<file path="config.mk">
export PLATFORM = sky130hd
export DESIGN_NAME = c3dc_div
export DESIGN_NICKNAME = d
export VERILOG_FILES = /design/src/hw/rtl/c3dc_pkg.sv /design/src/hw/rtl/c3dc_div.sv
export SDC_FILE = /design/constraint.sdc
export NUM_CORES = 1
export LEC_CHECK = 0
export ABC_AREA = 0
export BUFFER_PORTS_ARGS = -buffer_cell sky130_fd_sc_hd__buf_4
export CORE_AREA = 2 2 91 93
export CTS_CLUSTER_DIAMETER = 100
export DETAILED_ROUTE_END_ITERATION = 7
export DIE_AREA = 0 0 93 95
export GPL_TIMING_DRIVEN = 1
export PLACE_DENSITY_LB_ADDON = 0.08
export SYNTH_ARGS = -nofsm -noshare
export SYNTH_HDL_FRONTEND = slang
export SYNTH_SLANG_ARGS = --single-unit
export TNS_END_PERCENT = 10
</file>
<file path="constraint.sdc">
create_clock -name clk_i -period 5.1 [get_ports clk_i]
set_clock_uncertainty 0.15 [all_clocks]
set_input_delay 0.255 -clock clk_i [delete_from_list [all_inputs] [get_ports clk_i]]
set_output_delay 0.255 -clock clk_i [all_outputs]
set_load 0.1 [all_outputs]
</file>
<file path="src/hw/rtl/c3dc_pkg.sv">
// c3dc_pkg: shared types, widths and codes of the 3x3 convolution block
// no dependencies; used by every module of the block but c3dc_linebuf
`timescale 1ns / 1ps
`default_nettype none

package c3dc_pkg;

  // field and register widths fixed by the interface
  localparam int PixW      = 8;
  localparam int CoefW     = 16;
  localparam int KernW     = 3 * CoefW;
  localparam int CfgSizeW  = 11;
  localparam int DivW      = 15;
  localparam int CfgIdxW   = 3;
  localparam int CfgDataW  = KernW;
  localparam int CoordW    = 10;
  localparam int OutDataW  = 32;
  localparam int InDataW   = 8;

  // datapath widths: 9-bit signed pixel times 16-bit coefficient, sum of nine
  localparam int ProdW     = PixW + 1 + CoefW;
  localparam int SumW      = ProdW + 3;
  localparam int QuotW     = PixW + 1;

  localparam int Taps      = 9;
  localparam int TapIdxW   = 4;

  localparam logic [PixW-1:0] PixMax = 8'd255;

  // configuration register indexes
  typedef enum logic [CfgIdxW-1:0] {
    CFG_WIDTH     = 3'd0,
    CFG_HEIGHT    = 3'd1,
    CFG_KERN_TOP  = 3'd2,
    CFG_KERN_MID  = 3'd3,
    CFG_KERN_BOT  = 3'd4,
    CFG_DIVISOR   = 3'd5
  } cfg_reg_e;

  // control sequencer states
  typedef enum logic [2:0] {
    ST_IDLE,
    ST_SHIFT,
    ST_MAC,
    ST_DIV,
    ST_OUT
  } state_e;

  // 3x3 window, index row*3+col, column 2 newest
  typedef logic [Taps-1:0][PixW-1:0]  win_t;
  typedef logic [Taps-1:0][CoefW-1:0] coef_t;

endpackage

`default_nettype wire

</file>
<file path="src/hw/rtl/c3dc_div.sv">
// c3dc_div: restoring divider with clamp to 0..255
// depends on c3dc_pkg; one quotient bit per cycle, nine bits, top bit flags overflow
`timescale 1ns / 1ps
`default_nettype none

module c3dc_div (
  input  wire logic                               clk_i,
  input  wire logic                               rst_ni,
  input  wire logic                               start_i,
  input  wire logic signed [c3dc_pkg::SumW-1:0]   sum_i,
  input  wire logic [c3dc_pkg::DivW-1:0]          divisor_i,
  output logic                                    done_o,
  output logic [c3dc_pkg::PixW-1:0]              value_o
);

  localparam int RemW = c3dc_pkg::SumW - 1;
  localparam int DshW = c3dc_pkg::DivW + c3dc_pkg::QuotW - 1;

  logic [c3dc_pkg::TapIdxW-1:0]  step_q;
  logic                          busy_q;
  logic                          done_q;
  logic [RemW-1:0]               rem_q;
  logic [DshW-1:0]               dsh_q;
  logic [c3dc_pkg::QuotW-1:0]    quot_q;
  logic [c3dc_pkg::DivW-1:0]     div_eff;
  logic [RemW-1:0]               dsh_ext;
  logic                          ge;

  // zero divisor acts as one
  assign div_eff = (divisor_i == '0) ? c3dc_pkg::DivW'(1) : divisor_i;

  // compare for the current quotient bit
  assign dsh_ext = RemW'(dsh_q);
  assign ge      = (rem_q >= dsh_ext);

  // step control
  always_ff @(posedge clk_i or negedge rst_ni) begin
    if (!rst_ni) begin
      step_q <= '0;
      busy_q <= 1'b0;
      done_q <= 1'b0;
    end else begin
      done_q <= 1'b0;
      if (start_i) begin
        step_q <= '0;
        busy_q <= 1'b1;
      end else if (busy_q) begin
        step_q <= step_q + 1'b1;
        if (step_q == c3dc_pkg::TapIdxW'(c3dc_pkg::QuotW - 1)) begin
          busy_q <= 1'b0;
          done_q <= 1'b1;
        end
      end
    end
  end

  // remainder, shifted divisor and quotient; a negative sum divides as zero
  always_ff @(posedge clk_i) begin
    if (start_i) begin
      rem_q  <= sum_i[c3dc_pkg::SumW-1] ? '0 : sum_i[RemW-1:0];
      dsh_q  <= {div_eff, {(c3dc_pkg::QuotW - 1){1'b0}}};
      quot_q <= '0;
    end else if (busy_q) begin
      if (ge) begin
        rem_q <= rem_q - dsh_ext;
      end
      dsh_q  <= dsh_q >> 1;
      quot_q <= {quot_q[c3dc_pkg::QuotW-2:0], ge};
    end
  end

  // quotient of 256 or more saturates
  assign value_o = quot_q[c3dc_pkg::QuotW-1] ? c3dc_pkg::PixMax
                                             : quot_q[c3dc_pkg::PixW-1:0];
  assign done_o  = done_q;

endmodule

`default_nettype wire

</file>
# Word-level counts from Yosys, hierarchy flattened
# Index checks and enable logic that the tools add are counted.
[totals]
register_bits = 65
in_bits = 46
out_inout_bits = 9
wordCells = 31
[classes]
add_sub_neg = 2
magnitude_cmp = 1
n_eq_ne = 1
mux = 16
n_reduce_logical = 4
[op_table]
columns = ["operator", "count"]
rows = [
  ["27-bit 2-to-1 mux", 4],
  ["23-bit 2-to-1 mux", 2],
  ["27-bit by 23-bit >= comparator with 1-bit output", 1],
  ["27-bit by 23-bit subtractor with 27-bit output", 1],
  ["15-bit logical NOT", 1],
  ["15-bit 2-to-1 mux", 1],
  ["4-bit 2-to-1 mux", 2],
  ["8-bit 2-to-1 mux", 1],
  ["1-bit 2-to-1 mux", 6],
  ["4-bit by 1-bit adder with 4-bit output, second input constant", 1],
  ["4-bit equality test, second input constant", 1],
  ["2-bit nonzero test", 2],
  ["2-bit AND reduction", 1],
]

# Longest topological paths before layout
[logic_depth]
depth_word = 4
depth_mapped = 10
depth_no_buf = 10

# Worst setup path before layout
# OpenSTA, ideal clock, no wires.
[synth_timing]
path_type = "register to register"
from = "register rem_q[18]"
to = "register rem_q[0] (enable)"
setup_time_ns = 0.449
arrival_time_ns = 2.375
t_required_ns = 4.501
slack_ns = 2.126
stages_incl_launch_ff = 9
path_buffers = 1
period_less_slack_ns = 2.974
cell_sequence = "edfxtp_1 -> ha_1 -> clkbuf_1 -> a21o_1 -> o21bai_1 -> a311oi_1 -> nor2_1 -> o31ai_1 -> nand2b_1"
[synth_between]
elab_chain_cells = 3
[synth_lines]
columns = ["item", "line", "source"]
rows = [
  ["start, declared", "c3dc_div.sv:22", "logic [RemW-1:0] rem_q;"],
  ["start signal, assigned", "c3dc_div.sv:60", "rem_q <= sum_i[c3dc_pkg::SumW-1] ? '0 : sum_i[RemW-1:0];"],
  ["start signal, assigned", "c3dc_div.sv:65", "rem_q <= rem_q - dsh_ext;"],
  ["27-bit by 23-bit >= comparator with 1-bit output", "c3dc_div.sv:34", "assign ge = (rem_q >= dsh_ext);"],
  ["2-bit nonzero test (no line)", "n/a", ""],
  ["2-bit AND reduction (no line)", "n/a", ""],
]
# Every way passes these cells.
# A chain may end at the register's enable or synchronous reset.

# Worst setup path after layout
[layout_timing]
from = "register dsh_q[20]"
to = "register rem_q[14] (enable)"
[layout_between]
elab_chain_cells = 3
[layout_lines]
columns = ["item", "line", "source"]
rows = [
  ["start, declared", "c3dc_div.sv:23", "logic [DshW-1:0] dsh_q;"],
  ["start signal, assigned", "c3dc_div.sv:61", "dsh_q <= {div_eff, {(c3dc_pkg::QuotW - 1){1'b0}}};"],
  ["start signal, assigned", "c3dc_div.sv:67", "dsh_q <= dsh_q >> 1;"],
  ["27-bit by 23-bit >= comparator with 1-bit output", "c3dc_div.sv:34", ""],
  ["2-bit nonzero test (no line)", "n/a", ""],
  ["2-bit AND reduction (no line)", "n/a", ""],
]
# Every way passes these cells.

==> results.py <==
metrics = {
    "clocking": {
        "root_buffer": "clkbuf_8",
        "cts_sinks": 65,
        "cts_tree": "done",
        "ctsResizeCount": 0,
        "cts_hold_buf": 1,
        "h-tree-depth": 3,
        "worstSkewPairLatency_ns": 0.35,
        "clk_path_buf_depth": 2,
        "cts_setup_buffers": 0,
        "cts.clk_slew.worst_paths_ns": 0.08,
        "numCtsBuffers": 9,
    },
    "pwr": {
        "peakVddDrop_v": 0.0002763,
        "power.density_nw_per_um2": 522.4,
        "power_leakage_nw": 2.198,
    },
    "floorplan": {
        "start_util_pct": 53.35,
        "die_x_um": 93,
        "rows": 33,
        "die-height_um": 95,
        "fp.coreArea_um2": 7928,
        "io_pins": 55,
        "die-area_um2": 8835,
    },
    "detailed_routing": {
        "dr.pass1.iters": 4,
        "ant_nets": 0,
        "wl_per_cell_um": 16.37,
        "vias": 3580,
        "drc": 0,
        "totalWireLength_um": 10200,
        "dr.first_iter.drc_count": 159,
        "vias_per_cell": 5.746,
    },
    "min_path": {
        "hold_depth": 3,
        "hold_path.startpoint": "sum_i[17]",
        "hold_end": "rem_q[17]",
        "worst_hold_path_type": "input pin to register",
    },
    "grt": {
        "grt_antenna_before_repair": 0,
        "grt_max_degree": 85,
        "gr-max-usage-layer": "met2",
        "use_met2_pct": 40.28,
        "grt_pass1_wl_um": 16600,
        "grt-ovfl-total": 0,
        "grt_use_met1_pct": 31.68,
        "grt_usage_pct": 24.19,
        "grt.met3_usage_pct": 3.911,
        "grt_pass1_vias": 3533,
    },
    "yosys": {
        "synth_edf_count": 42,
        "yosysTopAreaCell": "edfxtp_1",
        "yosys_warnings": 0,
        "synthArstFlopShare_pct": 9.231,
        "synth_seq_area_share_pct": 41.42,
        "avgSynthCellArea_um2": 9.017,
        "ys_top_cells_by_area": "edfxtp_1, dfxtp_1, ha_1, nand2_1, o21ai_0",
        "ys.flop_type": "edfxtp_1",
        "synth.top_cell.area_share_pct": 29.82,
        "ys_types": 53,
        "syn_inst": 469,
        "synth_fp_nets": 541,
        "ys_ff_latch": 65,
        "netlist_area_um2": 4229,
    },
    "final_layout": {
        "drive_above_1_share_pct": 17.18,
        "fin_cells": 623,
        "postLayoutCoreUtil_pct": 61.70,
        "finalNetCount": 585,
        "design_area_um2": 4891,
        "antenna_cells": 0,
        "syn_to_final_growth_pct": 15.65,
    },
    "place": {
        "placed_cell_area_um2": 4692,
        "hpwl_um": 7302,
        "place_inst": 606,
        "numPortBuffers": 54,
        "gp_congestion": 0.8932,
    },
    "worst_setup_path": {
        "cp.arrival_ns": 3.27,
        "critPathRequiredTime_ns": 4.97,
        "crit_type": "register to register",
        "timing.rr.end": "rem_q[14]",
        "rr_startpoint": "dsh_q[20]",
        "critPathLaunchType": "register",
        "cp_max_fo": 18,
        "reg2regPathDepth": 9,
        "r2r_slack_ns": 1.70,
        "worstSetupEndpointType": "register",
    },
    "sta": {
        "whs_ns": 0.02208,
        "setup_viol_count_final": 0,
        "hold_violations": 0,
        "min_period_over_period_pct": 66.64,
        "fin_crit_ns": 3.399,
        "relSlewSlack_pct": 25.69,
        "maxSlewViolCount": 0,
        "tightest_slew_ns": 1.113,
        "rsz0062_at_grt": "false",
        "tns_ns": 0,
        "fmax_mhz": 294.2,
    },
    "flow_run": {
        "drv_cap": 0,
    },
    "status": {
        "status": "finished, final reports clean",
    },
}
kinds of logic after synthesis:
logic type	count (synthesis)	share of synthesized area (%)
multiplexers	18	4.260
buffers and inverters	55	4.911
AO/OA/AOI/OAI	132	20.71
XOR/XNOR	18	3.728
AND/OR/NAND/NOR	155	17.10
adder cells (fa/ha/maj)	26	7.870
flip-flops	65	41.42
critical path: stages (launching register included):
cell	delay, ns
edfxtp_1	0.37
inv_1	0.06
ha_1	0.44
nand4_1	0.21
nor3_1	0.50
nand4_1	0.22
o21ai_0	0.23
o31ai_1	0.11
nand2b_1	0.38
buf_4	0.40
cell usage after synthesis, drive strengths merged (9+ instances only):
cell type	count
nand4	10
o21ai	39
clkbuf	21
edfxtp	42
ha	25
nand2	58
a21o	13
a21oi	28
inv	31
nor2	36
mux2i	18
xnor2	11
dfxtp	17
nand3	9
or2	10
cell type report:
type / instances / area [µm²]
clock buffers: 11 / 151.4
clock inverters: 5 / 37.54
fillers: 729 / 3037
inverters: 31 / 116.4
multi-input cells: 349 / 2272
flip-flops and latches: 65 / 1752
well taps: 105 / 131.4
repair buffers: 57 / 430.4
worst max path at each step:
stage               slack (ns)  cells past startpoint  startpoint        end
floorplan                 2.13                      8   rem_q[18]   rem_q[0]
global placement          1.81                      9    dsh_q[3]   rem_q[5]
detailed placement        1.74                      8   rem_q[19]  rem_q[12]
CTS                       1.74                      8   rem_q[19]  rem_q[14]
global route              1.46                      9   dsh_q[19]  rem_q[14]
finish                    1.70                      9   dsh_q[20]  rem_q[14]
flip-flops by register name, indices dropped and copies added, names as in the netlist:
register	flops
dsh_q	23
quot_q	9
done_o	1
busy_q	1
rem_q	27
step_q	4
cell usage in the layout, fill, tap and decap left out, types with 7 or more instances in the layout:
cell / count
a21o_1: 13
a21oi_1: 28
buf_4: 56
clkbuf_8: 11
dfxtp_1: 17
edfxtp_1: 42
ha_1: 25
inv_1: 31
mux2i_1: 18
nand2_1: 58
nand3_1: 9
nand4_1: 10
nor2_1: 35
nor3_1: 7
o21ai_0: 39
or2_2: 10
xnor2_1: 11
xor2_1: 7
through the flow:
stage / power [mW] / setup slack, ns
2_1_floorplan: 1.824 / 2.126
3_3_place_gp: 2.093 / 1.807
6_report: 2.555 / 1.701
5_1_grt: 2.746 / 1.456
4_1_cts: 2.554 / 1.743
3_5_place_dp: 2.111 / 1.741
report_power, final:
group	total, mW	switching [mW]	internal, mW
combinational	1.32	0.792	0.532
sequential	0.802	0.0687	0.734
clock	0.429	0.223	0.206
total	2.56	1.08	1.47
metal layers:
layer	share of wire (%)	wire length [µm]	up-vias
li1	-	-	1792
met1	47	4826	1691
met2	47	4790	75
met3	3.6	365	22
met4	2.1	218	0
met5	0	0	-
Power figures use the tool's default switching activity.
