**src/hw/rtl/c3dc_pkg.sv**
```systemverilog
// c3dc_pkg: shared types, widths and codes of the 3x3 convolution block
// no dependencies; used by every module of the block but c3dc_linebuf
`timescale 1ns / 1ps
`default_nettype none

package c3dc_pkg;

  // field and register widths fixed by the interface
  localparam int PixW      = 8;
  localparam int CoefW     = 16;
  localparam int KernW     = 3 * CoefW;
  localparam int CfgSizeW  = 11;
  localparam int DivW      = 15;
  localparam int CfgIdxW   = 3;
  localparam int CfgDataW  = KernW;
  localparam int CoordW    = 10;
  localparam int OutDataW  = 32;
  localparam int InDataW   = 8;

  // datapath widths: 9-bit signed pixel times 16-bit coefficient, sum of nine
  localparam int ProdW     = PixW + 1 + CoefW;
  localparam int SumW      = ProdW + 3;
  localparam int QuotW     = PixW + 1;

  localparam int Taps      = 9;
  localparam int TapIdxW   = 4;

  localparam logic [PixW-1:0] PixMax = 8'd255;

  // configuration register indexes
  typedef enum logic [CfgIdxW-1:0] {
    CFG_WIDTH     = 3'd0,
    CFG_HEIGHT    = 3'd1,
    CFG_KERN_TOP  = 3'd2,
    CFG_KERN_MID  = 3'd3,
    CFG_KERN_BOT  = 3'd4,
    CFG_DIVISOR   = 3'd5
  } cfg_reg_e;

  // control sequencer states
  typedef enum logic [2:0] {
    ST_IDLE,
    ST_SHIFT,
    ST_MAC,
    ST_DIV,
    ST_OUT
  } state_e;

  // 3x3 window, index row*3+col, column 2 newest
  typedef logic [Taps-1:0][PixW-1:0]  win_t;
  typedef logic [Taps-1:0][CoefW-1:0] coef_t;

endpackage

`default_nettype wire

```
**src/hw/rtl/c3dc_mac.sv**
```systemverilog
// c3dc_mac: nine-step multiply-accumulate over the 3x3 window
// depends on c3dc_pkg; one shared 9x16 signed multiplier, product registered
`timescale 1ns / 1ps
`default_nettype none

module c3dc_mac (
  input  wire logic                             clk_i,
  input  wire logic                             rst_ni,
  input  wire logic                             start_i,
  input  wire c3dc_pkg::win_t                   win_i,
  input  wire c3dc_pkg::coef_t                  coef_i,
  output logic                                  done_o,
  output logic signed [c3dc_pkg::SumW-1:0]      sum_o
);

  logic [c3dc_pkg::TapIdxW-1:0]       cnt_q;
  logic                               busy_q;
  logic                               pvld_q;
  logic                               done_q;
  logic signed [c3dc_pkg::ProdW-1:0]  prod_d;
  logic signed [c3dc_pkg::ProdW-1:0]  prod_q;
  logic signed [c3dc_pkg::SumW-1:0]   acc_q;

  // one tap per cycle through the shared multiplier
  always_comb begin
    prod_d = $signed({1'b0, win_i[cnt_q]}) * $signed(coef_i[cnt_q]);
  end

  // tap counter and pipeline valids
  always_ff @(posedge clk_i or negedge rst_ni) begin
    if (!rst_ni) begin
      cnt_q  <= '0;
      busy_q <= 1'b0;
      pvld_q <= 1'b0;
      done_q <= 1'b0;
    end else begin
      done_q <= pvld_q && !busy_q;
      if (start_i) begin
        cnt_q  <= '0;
        busy_q <= 1'b1;
        pvld_q <= 1'b0;
      end else begin
        pvld_q <= busy_q;
        if (busy_q) begin
          cnt_q <= cnt_q + 1'b1;
          if (cnt_q == c3dc_pkg::TapIdxW'(c3dc_pkg::Taps - 1)) begin
            busy_q <= 1'b0;
          end
        end
      end
    end
  end

  // product register and accumulator
  always_ff @(posedge clk_i) begin
    prod_q <= prod_d;
    if (start_i) begin
      acc_q <= '0;
    end else if (pvld_q) begin
      acc_q <= acc_q + {{(c3dc_pkg::SumW - c3dc_pkg::ProdW){prod_q[c3dc_pkg::ProdW-1]}}, prod_q};
    end
  end

  assign done_o = done_q;
  assign sum_o  = acc_q;

endmodule

`default_nettype wire

```
**config.mk**
```make
export PLATFORM = sky130hd
export DESIGN_NAME = c3dc_mac
export DESIGN_NICKNAME = d
export VERILOG_FILES = /design/src/hw/rtl/c3dc_pkg.sv /design/src/hw/rtl/c3dc_mac.sv
export SDC_FILE = /design/constraint.sdc
export NUM_CORES = 1
export LEC_CHECK = 0
export BUFFER_PORTS_ARGS = -buffer_cell sky130_fd_sc_hd__buf_2
export CAP_MARGIN = 10
export CORE_MARGIN = 2
export CORE_UTILIZATION = 55
export DETAILED_ROUTE_END_ITERATION = 6
export PLACE_DENSITY = 0.8
export SLEW_MARGIN = 0
export SYNTH_ARGS = -nofsm -noshare
export SYNTH_HDL_FRONTEND = slang
export SYNTH_SLANG_ARGS = --single-unit
```
**constraint.sdc**
```tcl
create_clock -name clk_i -period 7.7 [get_ports clk_i]
set_input_delay 0.77 -clock clk_i [delete_from_list [all_inputs] [get_ports clk_i]]
set_output_delay 0.77 -clock clk_i [all_outputs]
set_load 0.05 [all_outputs]
```
Yosys cells after proc, flatten, opt, wreduce, memory -nomap -nowiden
Index checks and enable logic that the tools add are counted.
{"block": "totals", "memories": 0, "romBits": 0, "output_inout_bits": 29, "reg_bits": 60, "mem_bits_rw": 0, "latchBits": 0}
{"block": "op_classes", "div": 0, "add_sub_neg": 2, "shift": 0, "eq_ne": 1, "magnitude_cmp": 1, "n_reduce_logical": 3, "mux": 10, "multipliers": 1, "bitwise": 0}
{"operator": "binary-select mux 16 bit (select 4 bit)", "n": 1}
{"operator": "binary-select mux 8 bit (select 4 bit)", "n": 1}
{"operator": "adder 28 bit", "n": 1}
{"operator": "multiplier 9 x 16 -> 25 bit", "n": 1}
{"operator": "2-to-1 mux 16 bit", "n": 1}
{"operator": "2-to-1 mux 4 bit", "n": 2}
{"operator": "2-to-1 mux 8 bit", "n": 1}
{"operator": "less-than comparator 4 x 5 -> 1 bit (second input constant)", "n": 1}
{"operator": "adder 4 x 1 -> 4 bit (second input constant)", "n": 1}
{"operator": "== test 4 bit (second input constant)", "n": 1}
{"operator": "2-to-1 mux 1 bit", "n": 4}
{"operator": "nonzero test 2 bit", "n": 1}
{"operator": "logical AND 1 bit", "n": 1}
{"operator": "logical NOT 1 bit", "n": 1}

Longest topological paths before layout
{"block": "depth", "word_depth": 4, "depth_mapped": 28, "mapped_depth_nobuf": 25}

Worst setup path before layout
No wires, ideal clock.
{"block": "synth_path", "path_kind": "register to register", "startpoint": "reg cnt_q[0] (netlist bit)", "endpoint": "reg prod_q[22] (netlist bit)", "path_stages_with_launch": 27, "required_time_ns": 7.628, "slack_ns": 1.446, "arrival_ns": 6.182, "period_less_slack_ns": 6.254, "setup_ns": 0.072, "cell_sequence": "dfrtp_1 -> buf_2 -> buf_2 -> buf_2 -> mux4_2 -> mux2i_1 -> nor2_1 -> a21oi_1 -> inv_1 -> nand2_1 -> fa_1 -> inv_1 -> fa_1 -> ha_1 -> inv_1 -> fa_1 -> inv_1 -> fa_1 -> a21o_1 -> a21oi_2 -> o21bai_2 -> a2111oi_4 -> o31ai_2 -> a311o_2 -> a21o_1 -> a21oi_2 -> xnor2_1"}
{"block": "synth_between", "elab_chain_cells": 3}
{"element": "from (decl)", "line_no": "c3dc_mac.sv:16", "rtl": "logic [c3dc_pkg::TapIdxW-1:0] cnt_q;"}
{"element": "from (signal assigned)", "line_no": "c3dc_mac.sv:45", "rtl": "cnt_q <= cnt_q + 1'b1;"}
{"element": "binary-select mux 8 bit (select 4 bit) / binary-select mux 16 bit (select 4 bit) (equally long branches)", "line_no": "c3dc_mac.sv:26", "rtl": "prod_d = $signed({1'b0, win_i[cnt_q]}) * $signed(coef_i[cnt_q]);"}
{"element": "2-to-1 mux 8 bit (not written as such) / 2-to-1 mux 16 bit (equally long branches)", "line_no": "c3dc_mac.sv:26"}
{"element": "multiplier 9 x 16 -> 25 bit (*)", "line_no": "c3dc_mac.sv:26"}
{"element": "via prod_d (one bit)", "line_no": "c3dc_mac.sv:20", "rtl": "logic signed [c3dc_pkg::ProdW-1:0] prod_d;"}
{"element": "to (signal assigned)", "line_no": "c3dc_mac.sv:56", "rtl": "prod_q <= prod_d;"}
{"element": "to (decl)", "line_no": "c3dc_mac.sv:21", "rtl": "logic signed [c3dc_pkg::ProdW-1:0] prod_q;"}
Mark *: on every way through the listed nets, which the timed path passes. The rest lies on a longest branch. The select of a mux whose other input is x is not followed.
A chain may end at the register's enable or synchronous reset.

Worst setup path after layout
Ends and elaborated chain as after synthesis.

==> metrics.log <==
[metrics] status: complete, no violations
[metrics] Yosys cell types: 55
[metrics] initial standard-cell utilization of the core: 56.1%
[metrics] number of nets in the finished design: 1,686
[metrics] actual transition at the worst max-transition pin: 0.875 ns
[metrics] Post-Synthesis Net Count: 1,447
[metrics] final routed DRC violation total: 0
[metrics] final std cell area, no fill: 11,100 sq um
[metrics] master cell of the clock root buffer: clkbuf_16
[metrics] Slew Viols, Final: 0
[metrics] worst slack at placement: 0.948 ns
[metrics] final worst-path cycle share: 88.4%
[metrics] Num Clock Sinks: 60
[metrics] TritonCTS clock tree: done
[metrics] Async S/R FF share, synth: 11.7%
[metrics] DP HPWL: 21.7 mm
[metrics] slack of the critical path: 0.895 ns
[metrics] Synth top area share: 22.2%
[metrics] GP Congestion: 0.985
[metrics] highest attainable clock frequency: 0.147 GHz
[metrics] met3 layer usage reported by global route: 3.74%
[metrics] met2 usage in global routing: 49.6%
[metrics] total gr overflow: 0
[metrics] setup repair after global routing missed its margin: no
[metrics] Filler Cell Count: 1,321
[metrics] die outline height: 134 microns
[metrics] total number of vias: 8,282
[metrics] count of TritonRoute iterations in the first routing pass: 5
[metrics] type of element capturing the critical path: flip-flop
[metrics] Reg clk slew, reported paths: 0.06 ns
[metrics] beginning of the worst register-to-register path: cnt_q[0]
[metrics] Crit Path Category: flip-flop to flip-flop
[metrics] Max-Cap Viols: 0
[metrics] wire length of the first global-routing pass: 40.9 mm
[metrics] top cells by instance count after synthesis: inv_1 (191), nor2_1 (139), fa_1 (103)
[metrics] post-detailed-route wirelength per cell: 16.6 microns
[metrics] Floorplan Core Area: 16,500 sq um
[metrics] top-count cell post-synth: inv_1
[metrics] maximum buffer depth of the clock tree: 2
[metrics] number of buffers inserted for hold repair after clock tree synthesis: 0
[metrics] Main synth FF type: dfxtp_1
[metrics] average size of a mapped cell: 8.86 sq um
[metrics] final setup violation count: 0
[metrics] IO Count: 248
[metrics] Antenna Nets Post-Route: 0
[metrics] worst setup path endpoint: prod_q[22]
[metrics] Yosys warnings: 0
[metrics] cell area after technology mapping: 9270 sq um
[metrics] met1 Use GR: 37.7%
[metrics] Die W: 134 microns
[metrics] Core Rows: 47
[metrics] most congested layer reported by global routing: met2
[metrics] reg-to-reg setup timing slack: 0.89 ns
[metrics] area growth from synthesis to layout: 19.8%
[metrics] type of the most critical hold path: input pin to async pin
[metrics] WL final: 25.1 mm
[metrics] Worst slew margin: 41.7%
[metrics] number of antenna violations at the first check in global routing: 4
[metrics] Critical R2R Capture: prod_q[22]
[metrics] crit path DAT: 7.07 ns
[metrics] critical path fanouts, max: 29
[metrics] required time worst endpoint: 7.96 ns
[metrics] buffers inserted by post-CTS timing repair: 0
[metrics] top cells by area, synth: fa_1 (22%), mux4_2 (12%), dfxtp_1 (11%)
[metrics] global router's overall resource usage: 28.8%
[metrics] Synth Register Bits: 60
[metrics] Placement Cell Area: 10,800 sq um
[metrics] maximum number of pins on one net before global-route repair: 34
[metrics] type of origin of the critical path: flip-flop
[metrics] post-route setup TNS: 0 ns
[metrics] worst-skew pair later-pin latency: 0.34 ns
[metrics] Synth Instances: 1,046
[metrics] Post-Route Skew: 0.00743 ns
[metrics] number of CTS-inserted buffers: 9
[metrics] number of flops mapped to enable cells by yosys: 0
[metrics] final cell utilization of the core: 67.2%
[metrics] start point of the critical path: cnt_q[0]
[metrics] post-cts gate resize count: 0
[metrics] cell type with the highest aggregate area in the netlist: fa_1
[metrics] fin crit period: 6.81 ns
[metrics] count of port buffers added during placement: 247
[metrics] floorplan die area: 17,900 sq um
[metrics] ratio of cells with drive above 1 in the final layout: 27.1%
[metrics] vias in the first global route: 8,409
[metrics] R2R cell count: 24
[metrics] Seq/Total Area, Yosys: 13.3%
[metrics] DR vias/cell: 5.47
[metrics] Hold Violations, Final: 0
[metrics] depth of the CTS H-tree: 3
[metrics] initial drt markers: 630
cell usage in the layout, fill, tap and decap left out, types with 4 or more instances in the layout:
cell type / instances
nand2_1: 83
buf_4: 17
dfrtp_1: 5
o21ai_1: 5
a211oi_1: 5
xnor2_1: 25
nor2b_1: 10
buf_2: 247
inv_1: 191
nand3_1: 8
nand2b_1: 5
a31oi_1: 6
a21oi_1: 66
fa_1: 103
nor3_1: 15
mux4_2: 48
o21a_1: 5
a21o_1: 27
dfxtp_1: 53
xor2_1: 19
diode_2: 4
nor2_1: 139
ha_1: 79
nand4_1: 4
clkbuf_16: 9
mux2i_1: 38
o21ai_0: 20
per-layer routing:
metal / up-vias / part of all wire, %
met5: - / 0
met4: 0 / 2.6
met3: 41 / 6.8
met2: 364 / 49
met1: 3945 / 42
li1: 3932 / -
worst min-delay path by stage:
| stage | start | to | depth (start not counted) |
|---|---|---|---|
| final | rst_ni | done_o | 1 |
| after global routing | rst_ni | done_o | 1 |
| after CTS | rst_ni | done_o | 1 |
| after detailed placement | sum_o[24] | sum_o[24] | 2 |
| after global placement | sum_o[24] | sum_o[24] | 2 |
| after floorplan | rst_ni | busy_q | 0 |
state kept, by name, indices dropped and copies added, names as in the netlist:
| signal | flops |
|---|---|
| sum_o | 28 |
| prod_q | 25 |
| cnt_q | 4 |
| busy_q | 1 |
| done_o | 1 |
| pvld_q | 1 |
through the flow:
step / hold WS, ns / instances
CTS: 0.254 / 1510
floorplan: 0.474 / 1046
detailed placement: 0.478 / 1494
global route: 0.265 / 1514
finish: 0.256 / 1514
global placement: 0.470 / 1494
final cells by class:
| cell class | instances | area (sq um) | share of cell area [%] |
|---|---|---|---|
| tap | 220 | 275 | 2.48 |
| clock buffer | 10 | 239 | 2.15 |
| antenna | 4 | 10.0 | 0.0901 |
| sequential | 60 | 1240 | 11.2 |
| multi-input combinational | 758 | 7170 | 64.6 |
| inverter | 191 | 717 | 6.45 |
| clock inverter | 6 | 71.3 | 0.642 |
| timing repair buffer | 265 | 1380 | 12.5 |
cell families (layout without fill, tap and decap cells):
logic type | Yosys count | after routing | synth area share (%)
AND/OR/NAND/NOR | 281 | 281 | 12.8
multiplexers | 86 | 86 | 15.8
flip-flops | 60 | 60 | 13.3
adder cells (fa/ha/maj) | 182 | 182 | 32.9
AO/OA/AOI/OAI | 165 | 165 | 11.6
other | 0 | 4 | 0
XOR/XNOR | 44 | 44 | 4.16
buffers and inverters | 228 | 472 | 9.39
worst max-delay path: stages, from the launching register on:
cell	delay, ns
dfrtp_4	0.75
buf_12	0.28
mux4_2	0.52
mux2i_1	0.14
nor2_1	0.06
a21oi_1	0.44
inv_1	0.15
and2_1	0.20
fa_1	0.37
ha_1	0.31
ha_1	0.30
inv_1	0.05
fa_1	0.48
inv_1	0.05
ha_1	0.20
fa_1	0.46
a21o_1	0.21
a21oi_2	0.19
o21bai_2	0.11
a2111oi_4	0.41
o31ai_2	0.15
a311o_2	0.41
a21o_1	0.20
a21oi_2	0.14
xnor2_1	0.12
Power is not shown: default switching activity piles up to over one toggle a cycle in this logic, so the estimate is an artifact.
